File: src/hdl/bcs_pkg.sv
package bcs_pkg;

	localparam int unsigned IN_W  = 32;
	localparam int unsigned ACC_W = 64;

endpackage

File: src/hdl/bcs_div.sv
module bcs_div #(
	parameter int unsigned W = bcs_pkg::ACC_W
) (
	input  logic         clk,
	input  logic         arst_n,
	input  logic         start,
	input  logic [W-1:0] dividend,
	input  logic [W-1:0] divisor,
	output logic         done,
	output logic [W-1:0] quot,
	output logic [W-1:0] rem
);
	localparam int unsigned CNT_W = $clog2(W + 1);

	logic [W-1:0]     rem_q;
	logic [W-1:0]     quo_q;
	logic [W-1:0]     dvs_q;
	logic [CNT_W-1:0] cnt_q;
	logic             busy_q;
	logic             done_q;
	logic [W:0]       r2;
	logic             ge;
	logic [W:0]       diff;

	// restoring division, one quotient bit per cycle
	assign r2   = {rem_q, quo_q[W-1]};
	assign ge   = r2 >= {1'b0, dvs_q};
	assign diff = r2 - {1'b0, dvs_q};

	always_ff @(posedge clk or negedge arst_n) begin
		if (!arst_n) begin
			busy_q <= 1'b0;
			done_q <= 1'b0;
			cnt_q  <= '0;
		end else begin
			done_q <= 1'b0;
			if (start) begin
				busy_q <= 1'b1;
				cnt_q  <= CNT_W'(W);
			end else if (busy_q) begin
				cnt_q <= cnt_q - 1'b1;
				if (cnt_q == CNT_W'(1)) begin
					busy_q <= 1'b0;
					done_q <= 1'b1;
				end
			end
		end
	end

	always_ff @(posedge clk) begin
		if (start) begin
			rem_q <= '0;
			quo_q <= dividend;
			dvs_q <= divisor;
		end else if (busy_q) begin
			rem_q <= ge ? diff[W-1:0] : r2[W-1:0];
			quo_q <= {quo_q[W-2:0], ge};
		end
	end

	assign done = done_q;
	assign quot = quo_q;
	assign rem  = rem_q;

endmodule

File: src/hdl/binomial_coefficient_saturating.sv
// for invalid inputs a 0 result goes from idle straight to the output state; otherwise each
// term costs several bit-serial divisions (one per euclid step, cancellation and overflow
// test) plus a shift-add multiply of the accumulator
// throughput: one transaction at a time; the shared serial divider sets the pace
// reset: arst_n asynchronous active low, returns to idle with no result pending
module binomial_coefficient_saturating #(
	parameter int unsigned DATA_W = bcs_pkg::ACC_W
) (
	input  logic                              clk,
	input  logic                              arst_n,
	input  logic                              in_valid,
	output logic                              in_stall,
	input  logic signed [bcs_pkg::IN_W-1:0]   set_size,
	input  logic signed [bcs_pkg::IN_W-1:0]   choose_count,
	output logic                              out_valid,
	input  logic                              out_stall,
	output logic        [DATA_W-1:0]          coefficient
);
	import bcs_pkg::*;

	localparam logic [4:0] S_IDLE = 5'd0;
	localparam logic [4:0] S_TERM = 5'd1;
	localparam logic [4:0] S_G1   = 5'd2;
	localparam logic [4:0] S_G1W  = 5'd3;
	localparam logic [4:0] S_A1   = 5'd4;
	localparam logic [4:0] S_D1   = 5'd5;
	localparam logic [4:0] S_G2   = 5'd6;
	localparam logic [4:0] S_G2W  = 5'd7;
	localparam logic [4:0] S_N2   = 5'd8;
	localparam logic [4:0] S_D2   = 5'd9;
	localparam logic [4:0] S_CHK  = 5'd10;
	localparam logic [4:0] S_ND   = 5'd11;
	localparam logic [4:0] S_OV   = 5'd12;
	localparam logic [4:0] S_OVW  = 5'd13;
	localparam logic [4:0] S_MUL  = 5'd14;
	localparam logic [4:0] S_NEXT = 5'd15;
	localparam logic [4:0] S_OUT  = 5'd16;

	localparam logic [DATA_W-1:0] SAT = '1;
	localparam logic [DATA_W-1:0] ONE = DATA_W'(1);

	logic [4:0]        state_q;
	logic [IN_W-1:0]   r_q;
	logic [IN_W-1:0]   base_q;
	logic [IN_W-1:0]   k_q;
	logic [DATA_W-1:0] acc_q;
	logic [DATA_W-1:0] num_q;
	logic [DATA_W-1:0] den_q;
	logic [DATA_W-1:0] gx_q;
	logic [DATA_W-1:0] gy_q;
	logic [DATA_W-1:0] g_q;
	logic [DATA_W-1:0] mul_a_q;
	logic [DATA_W-1:0] mul_b_q;
	logic [DATA_W-1:0] prod_q;
	logic [DATA_W-1:0] res_q;
	logic [DATA_W-1:0] coef_q;
	logic              out_valid_q;
	logic              div_start_q;
	logic [DATA_W-1:0] div_a_q;
	logic [DATA_W-1:0] div_b_q;
	logic              div_done;
	logic [DATA_W-1:0] div_quot;
	logic [DATA_W-1:0] div_rem;

	logic              accept;
	logic              invalid;
	logic [IN_W-1:0]   nmr;
	logic [IN_W-1:0]   rsel;
	logic [IN_W-1:0]   term_num;

	assign accept   = in_valid && (state_q == S_IDLE);
	assign invalid  = set_size[IN_W-1] || choose_count[IN_W-1] || (choose_count > set_size);
	assign nmr      = $unsigned(set_size) - $unsigned(choose_count);
	assign rsel     = ($unsigned(choose_count) > nmr) ? nmr : $unsigned(choose_count);
	assign term_num = base_q + k_q;

	bcs_div #(.W(DATA_W)) u_div (
		.clk      (clk),
		.arst_n   (arst_n),
		.start    (div_start_q),
		.dividend (div_a_q),
		.divisor  (div_b_q),
		.done     (div_done),
		.quot     (div_quot),
		.rem      (div_rem)
	);

	always_ff @(posedge clk or negedge arst_n) begin
		if (!arst_n) begin
			state_q     <= S_IDLE;
			out_valid_q <= 1'b0;
			div_start_q <= 1'b0;
		end else begin
			div_start_q <= 1'b0;
			if (out_valid_q && !out_stall && (state_q != S_OUT))
				out_valid_q <= 1'b0;
			unique case (state_q)
				S_IDLE: if (accept) state_q <= invalid ? S_OUT : S_TERM;
				S_TERM: state_q <= (k_q > r_q) ? S_OUT : S_G1;
				S_G1: begin
					div_start_q <= 1'b1;
					state_q     <= (gy_q == '0) ? S_A1 : S_G1W;
				end
				S_G1W: if (div_done) state_q <= S_G1;
				S_A1: if (div_done) begin
					div_start_q <= 1'b1;
					state_q     <= S_D1;
				end
				S_D1: if (div_done) state_q <= S_G2;
				S_G2: begin
					div_start_q <= 1'b1;
					state_q     <= (gy_q == '0) ? S_N2 : S_G2W;
				end
				S_G2W: if (div_done) state_q <= S_G2;
				S_N2: if (div_done) begin
					div_start_q <= 1'b1;
					state_q     <= S_D2;
				end
				S_D2: if (div_done) state_q <= S_CHK;
				S_CHK: begin
					div_start_q <= (den_q != ONE);
					state_q     <= (den_q != ONE) ? S_ND : S_OV;
				end
				S_ND: if (div_done) state_q <= (div_rem != '0) ? S_OUT : S_OV;
				S_OV: begin
					div_start_q <= (num_q != ONE);
					state_q     <= (num_q != ONE) ? S_OVW : S_NEXT;
				end
				S_OVW: if (div_done) state_q <= (acc_q > div_quot) ? S_OUT : S_MUL;
				S_MUL: if (mul_b_q == '0) state_q <= S_NEXT;
				S_NEXT: state_q <= S_TERM;
				S_OUT: if (!out_valid_q || !out_stall) begin
					out_valid_q <= 1'b1;
					state_q     <= S_IDLE;
				end
				default: state_q <= S_IDLE;
			endcase
		end
	end

	always_ff @(posedge clk) begin
		case (state_q) inside
			S_IDLE: begin
				res_q  <= '0;
				acc_q  <= ONE;
				k_q    <= IN_W'(1);
				r_q    <= rsel;
				base_q <= $unsigned(set_size) - rsel;
			end
			S_TERM: begin
				res_q <= acc_q;
				num_q <= DATA_W'(term_num);
				den_q <= DATA_W'(k_q);
				gx_q  <= acc_q;
				gy_q  <= DATA_W'(k_q);
			end
			S_G1, S_G2: begin
				g_q     <= gx_q;
				div_a_q <= (gy_q == '0) ? ((state_q == S_G1) ? acc_q : num_q) : gx_q;
				div_b_q <= (gy_q == '0) ? gx_q : gy_q;
			end
			S_G1W, S_G2W: if (div_done) begin
				gx_q <= gy_q;
				gy_q <= div_rem;
			end
			S_A1: if (div_done) begin
				acc_q   <= div_quot;
				div_a_q <= den_q;
				div_b_q <= g_q;
			end
			S_D1: if (div_done) begin
				den_q <= div_quot;
				gx_q  <= num_q;
				gy_q  <= div_quot;
			end
			S_N2: if (div_done) begin
				num_q   <= div_quot;
				div_a_q <= den_q;
				div_b_q <= g_q;
			end
			S_D2: if (div_done) den_q <= div_quot;
			S_CHK: begin
				div_a_q <= num_q;
				div_b_q <= den_q;
			end
			S_ND: if (div_done) begin
				if (div_rem != '0)
					res_q <= SAT;
				else
					num_q <= div_quot;
			end
			S_OV: begin
				div_a_q <= SAT;
				div_b_q <= num_q;
			end
			S_OVW: if (div_done) begin
				res_q   <= SAT;
				mul_a_q <= acc_q;
				mul_b_q <= num_q;
				prod_q  <= '0;
			end
			// shift-add, one multiplier bit per cycle; fits since overflow was ruled out
			S_MUL: begin
				if (mul_b_q == '0) begin
					acc_q <= prod_q;
				end else begin
					if (mul_b_q[0])
						prod_q <= prod_q + mul_a_q;
					mul_a_q <= {mul_a_q[DATA_W-2:0], 1'b0};
					mul_b_q <= {1'b0, mul_b_q[DATA_W-1:1]};
				end
			end
			S_NEXT: k_q <= k_q + 1'b1;
			S_OUT: if (!out_valid_q || !out_stall) coef_q <= res_q;
			default: ;
		endcase
	end

	assign in_stall    = (state_q != S_IDLE);
	assign out_valid   = out_valid_q;
	assign coefficient = coef_q;

endmodule

File: config.mk
export PLATFORM = sky130hd
export DESIGN_NAME = binomial_coefficient_saturating
export DESIGN_NICKNAME = d
export VERILOG_FILES = /design/src/hdl/bcs_pkg.sv /design/src/hdl/bcs_div.sv /design/src/hdl/binomial_coefficient_saturating.sv
export SDC_FILE = /design/constraint.sdc
export NUM_CORES = 2
export LEC_CHECK = 0
export ABC_AREA = 1
export BUFFER_PORTS_ARGS = -buffer_cell sky130_fd_sc_hd__buf_2
export CORE_AREA = 2 2 381 383
export DETAILED_ROUTE_END_ITERATION = 16
export DIE_AREA = 0 0 383 385
export GPL_TIMING_DRIVEN = 0
export PLACE_DENSITY_LB_ADDON = 0.2
export SLEW_MARGIN = 30
export SYNTH_ARGS = -nofsm -noshare
export SYNTH_HDL_FRONTEND = slang
export SYNTH_SLANG_ARGS = --single-unit
File: constraint.sdc
create_clock -name clk -period 14.1 [get_ports clk]
set_input_delay 1.41 -clock clk [delete_from_list [all_inputs] [get_ports clk]]
set_output_delay 1.41 -clock clk [all_outputs]
set_load 0.01 [all_outputs]
==> impl_metrics.json <==
{
  "whs_ns": 0.428,
  "path_buf_inv": 5,
  "hold_viol": 0,
  "grt_pass1_vias": 56300,
  "synth.most_common_cell": "nand2_1",
  "outcome": "completed",
  "end_kind": "register",
  "maxCapViolations": 0,
  "die_h_um": 385,
  "hp-class": "reg2reg",
  "synth_common_cells": "nand2_1, inv_1, edfxtp_1",
  "synth-edff-count": 896,
  "clkSlewWorstSetupHoldPaths_ns": 0.05,
  "insertion_delay_ns": 0.82,
  "vias": 59300,
  "place_ws_ns": 4.62,
  "antenna_found_initial": 14,
  "wl_per_cell_um": 25.9,
  "holdPathEnd": "coefficient[34]$_DFFE_PP_",
  "core_sq_um": 143000,
  "cts_tree": "done",
  "finalSetupTns_ns": 0,
  "cp_common_cell": "nand2_1",
  "fin_crit_sh": 0.621,
  "clockBufferDepth": 3,
  "start_kind": "input pin",
  "drtIter0Drc": 7152,
  "track_usage": 0.345,
  "crit_type": "in2reg",
  "hpwl_um": 207000,
  "maxSlewViolCount": 0,
  "synth_xor_area_frac": 0.0182,
  "die_w_um": 383,
  "seq_area_frac_synth": 0.485,
  "clock_skew_ns": 0.0343,
  "reg2reg_from": "mul_b_q[63]$_SDFFCE_PN0P_",
  "postLayoutCellArea_sq_um": 74000,
  "max_freq_ghz": 0.114,
  "r2r_cells": 11,
  "synthCells": 7641,
  "place_area_sq_um": 69500,
  "synth-async-reset-ratio": 0.0141,
  "holdPathStages": 0,
  "min_from": "res_q[34]$_SDFFE_PP0P_",
  "netlist_area_sq_um": 65500,
  "area.growth.synth_to_final_pct": 13.0,
  "ctsHoldBuffers": 0,
  "multi_input_area_sq_um": 28800,
  "cts_buffers": 133,
  "dieArea_sq_um": 147000,
  "synth_top_family_by_area": "compound AO/OA/AOI/OAI gates",
  "cellLeakagePower_nw": 30.2,
  "ir_drop_mv": 0.116,
  "synth_top_flop_cell": "edfxtp_1",
  "crit_required_ns": 14.67,
  "grt_pass1_wl_um": 374000,
  "cp_max_fo": 10,
  "wl_um": 259000,
  "ioPinCount": 134,
  "start_util": 0.458,
  "cts_resized": 0,
  "synth.area.top_cells": "edfxtp_1, nand2_1, ha_1",
  "fin_crit_ns": 8.76,
  "rsz0062_at_grt": "false",
  "powerDensity_nw_per_um2": 188,
  "num_rows": 139,
  "ys_ff_latch": 1136,
  "clock_sinks": 1136,
  "htreeDepth": 4,
  "cpPeakStageDelay_ns": 0.61,
  "r2r-end": "acc_q[62]$_SDFFE_PP0P_",
  "synth-compound-area-share": 0.187,
  "synth_cell_types": 67,
  "crit_family": "simple AND/OR/NAND/NOR gates",
  "ys_warn_count": 0,
  "yosysTopAreaCell": "edfxtp_1",
  "synth_fa_ha_area_frac": 0.0741,
  "max-slew-margin-rel": 0.301,
  "postSynthAreaPerCell_sq_um": 8.57,
  "synthMuxAreaShare": 0,
  "worst-r2r-setup-slack_ns": 8.53,
  "finalWorstSetupSlack_ns": 5.34,
  "port_buffers": 133,
  "post_drt_via_cell_ratio": 5.93,
  "setup_viol": 0,
  "gp_congestion": 0.984,
  "final-instance-count-excl-fill": 9998,
  "drive_gt1_frac": 0.0670,
  "fill_cells": 13700,
  "synth-simple-area-share": 0.159,
  "firstDrtPassIters": 7,
  "worst_pin_slew_ns": 1.05,
  "placed_cells": 9748,
  "grt_overflow": 0,
  "slowest_stage": "clkbuf_1",
  "critPathArrivalTime_ns": 9.33,
  "drc": 0,
  "synth_top_area_frac": 0.411,
  "ff_latch_area_sq_um": 31800,
  "cts_root_buf": "clkbuf_16",
  "post-cts-setup-buffer-count": 0,
  "final_nets": 8433,
  "grt_max_degree": 45,
  "synth_nets": 8094,
  "ant_nets": 0
}
## area by class of cell
class                      count  area share
sequential                  1136       0.429
antenna                        3    0.000101
inverter                     992      0.0503
clock buffer                 189      0.0522
buffer                       324      0.0173
multi-input combinational   5189       0.389
clock inverter                58     0.00936
tap                         1903      0.0322
timing repair buffer         204      0.0198
## through the flow
stage / util / total power, mW
after floorplan: - / 8.14
after global placement: 0.479 / 10.2
after detailed placement: 0.485 / 10.2
after CTS: 0.517 / 13.9
after global routing: 0.517 / 14.6
final: 0.517 / 14.0
## worst max path at each step
stage,endpoint,cells past startpoint,start,slack [ns]
6_report,base_q[28]$_DFFE_PP_,51,set_size[2],5.34
5_1_grt,base_q[28]$_DFFE_PP_,51,set_size[2],4.62
4_1_cts,base_q[28]$_DFFE_PP_,51,set_size[2],5.46
3_5_place_dp,base_q[28]$_DFFE_PP_,51,set_size[2],4.62
3_3_place_gp,num_q[28]$_DFFE_PP_,8,state_q[2]$_DFFE_PN0P_,-9.09
2_1_floorplan,num_q[0]$_DFFE_PP_,8,state_q[2]$_DFFE_PN0P_,1.74
## cells in the final DEF (no fill, tap or decap), types with 88 or more instances in the layout
master	instances
nor2_1	563
clkbuf_1	312
a21oi_1	716
o211ai_1	120
o21ai_0	624
ha_1	380
dfxtp_1	224
nand2_1	1578
a211oi_1	143
inv_1	981
a31oi_1	227
nor4_1	88
buf_2	163
nand3_1	120
clkbuf_16	140
edfxtp_1	896
## state kept, by name (all words and copies together) (netlist names), 7 cells and up
name and count:
u_div.cnt_q 7, prod_q 64, div_b_q 64, mul_b_q 64
den_q 64, g_q 64, base_q 32, gx_q 64
num_q 64, div_a_q 64, res_q 64, coefficient 64
u_div.dvs_q 64, mul_a_q 64, r_q 32, k_q 32
u_div.quot 64, u_div.rem 64, gy_q 64, acc_q 64
## cell families after synthesis
group	count (synthesis)
XOR/XNOR	136
AND/OR/NAND/NOR	2546
buffers and inverters	1316
adder cells (fa/ha/maj)	385
AO/OA/AOI/OAI	2122
flip-flops	1136
## power by group
group | leakage (nW) | internal (mW) | switching [mW]
Combinational | 17.8 | 1.58 | 3.68
Clock | 2.23 | 2.10 | 1.55
Sequential | 10.2 | 4.51 | 0.534
## worst reg2reg max path: stages (launching register included)
cell and delay (ns):
edfxtp_1 0.42, nor4_1 0.84, nand4_1 0.73, nor4_1 0.77
nand2_1 0.43, nor3_1 0.23, o21ai_0 0.30, inv_1 0.16
clkbuf_1 0.66, clkbuf_1 0.56, o21ai_0 0.17, a31oi_1 0.20
## per-layer routing
layer / wire length [um] / GRT usage / vias up
li1: - / - / 27300
met1: 104000 / 0.444 / 28500
met2: 116000 / 0.541 / 2843
met3: 21100 / 0.0618 / 656
met4: 17600 / 0.210 / 8
met5: 95 / 0 / -
(Power assumes the default switching activity.)
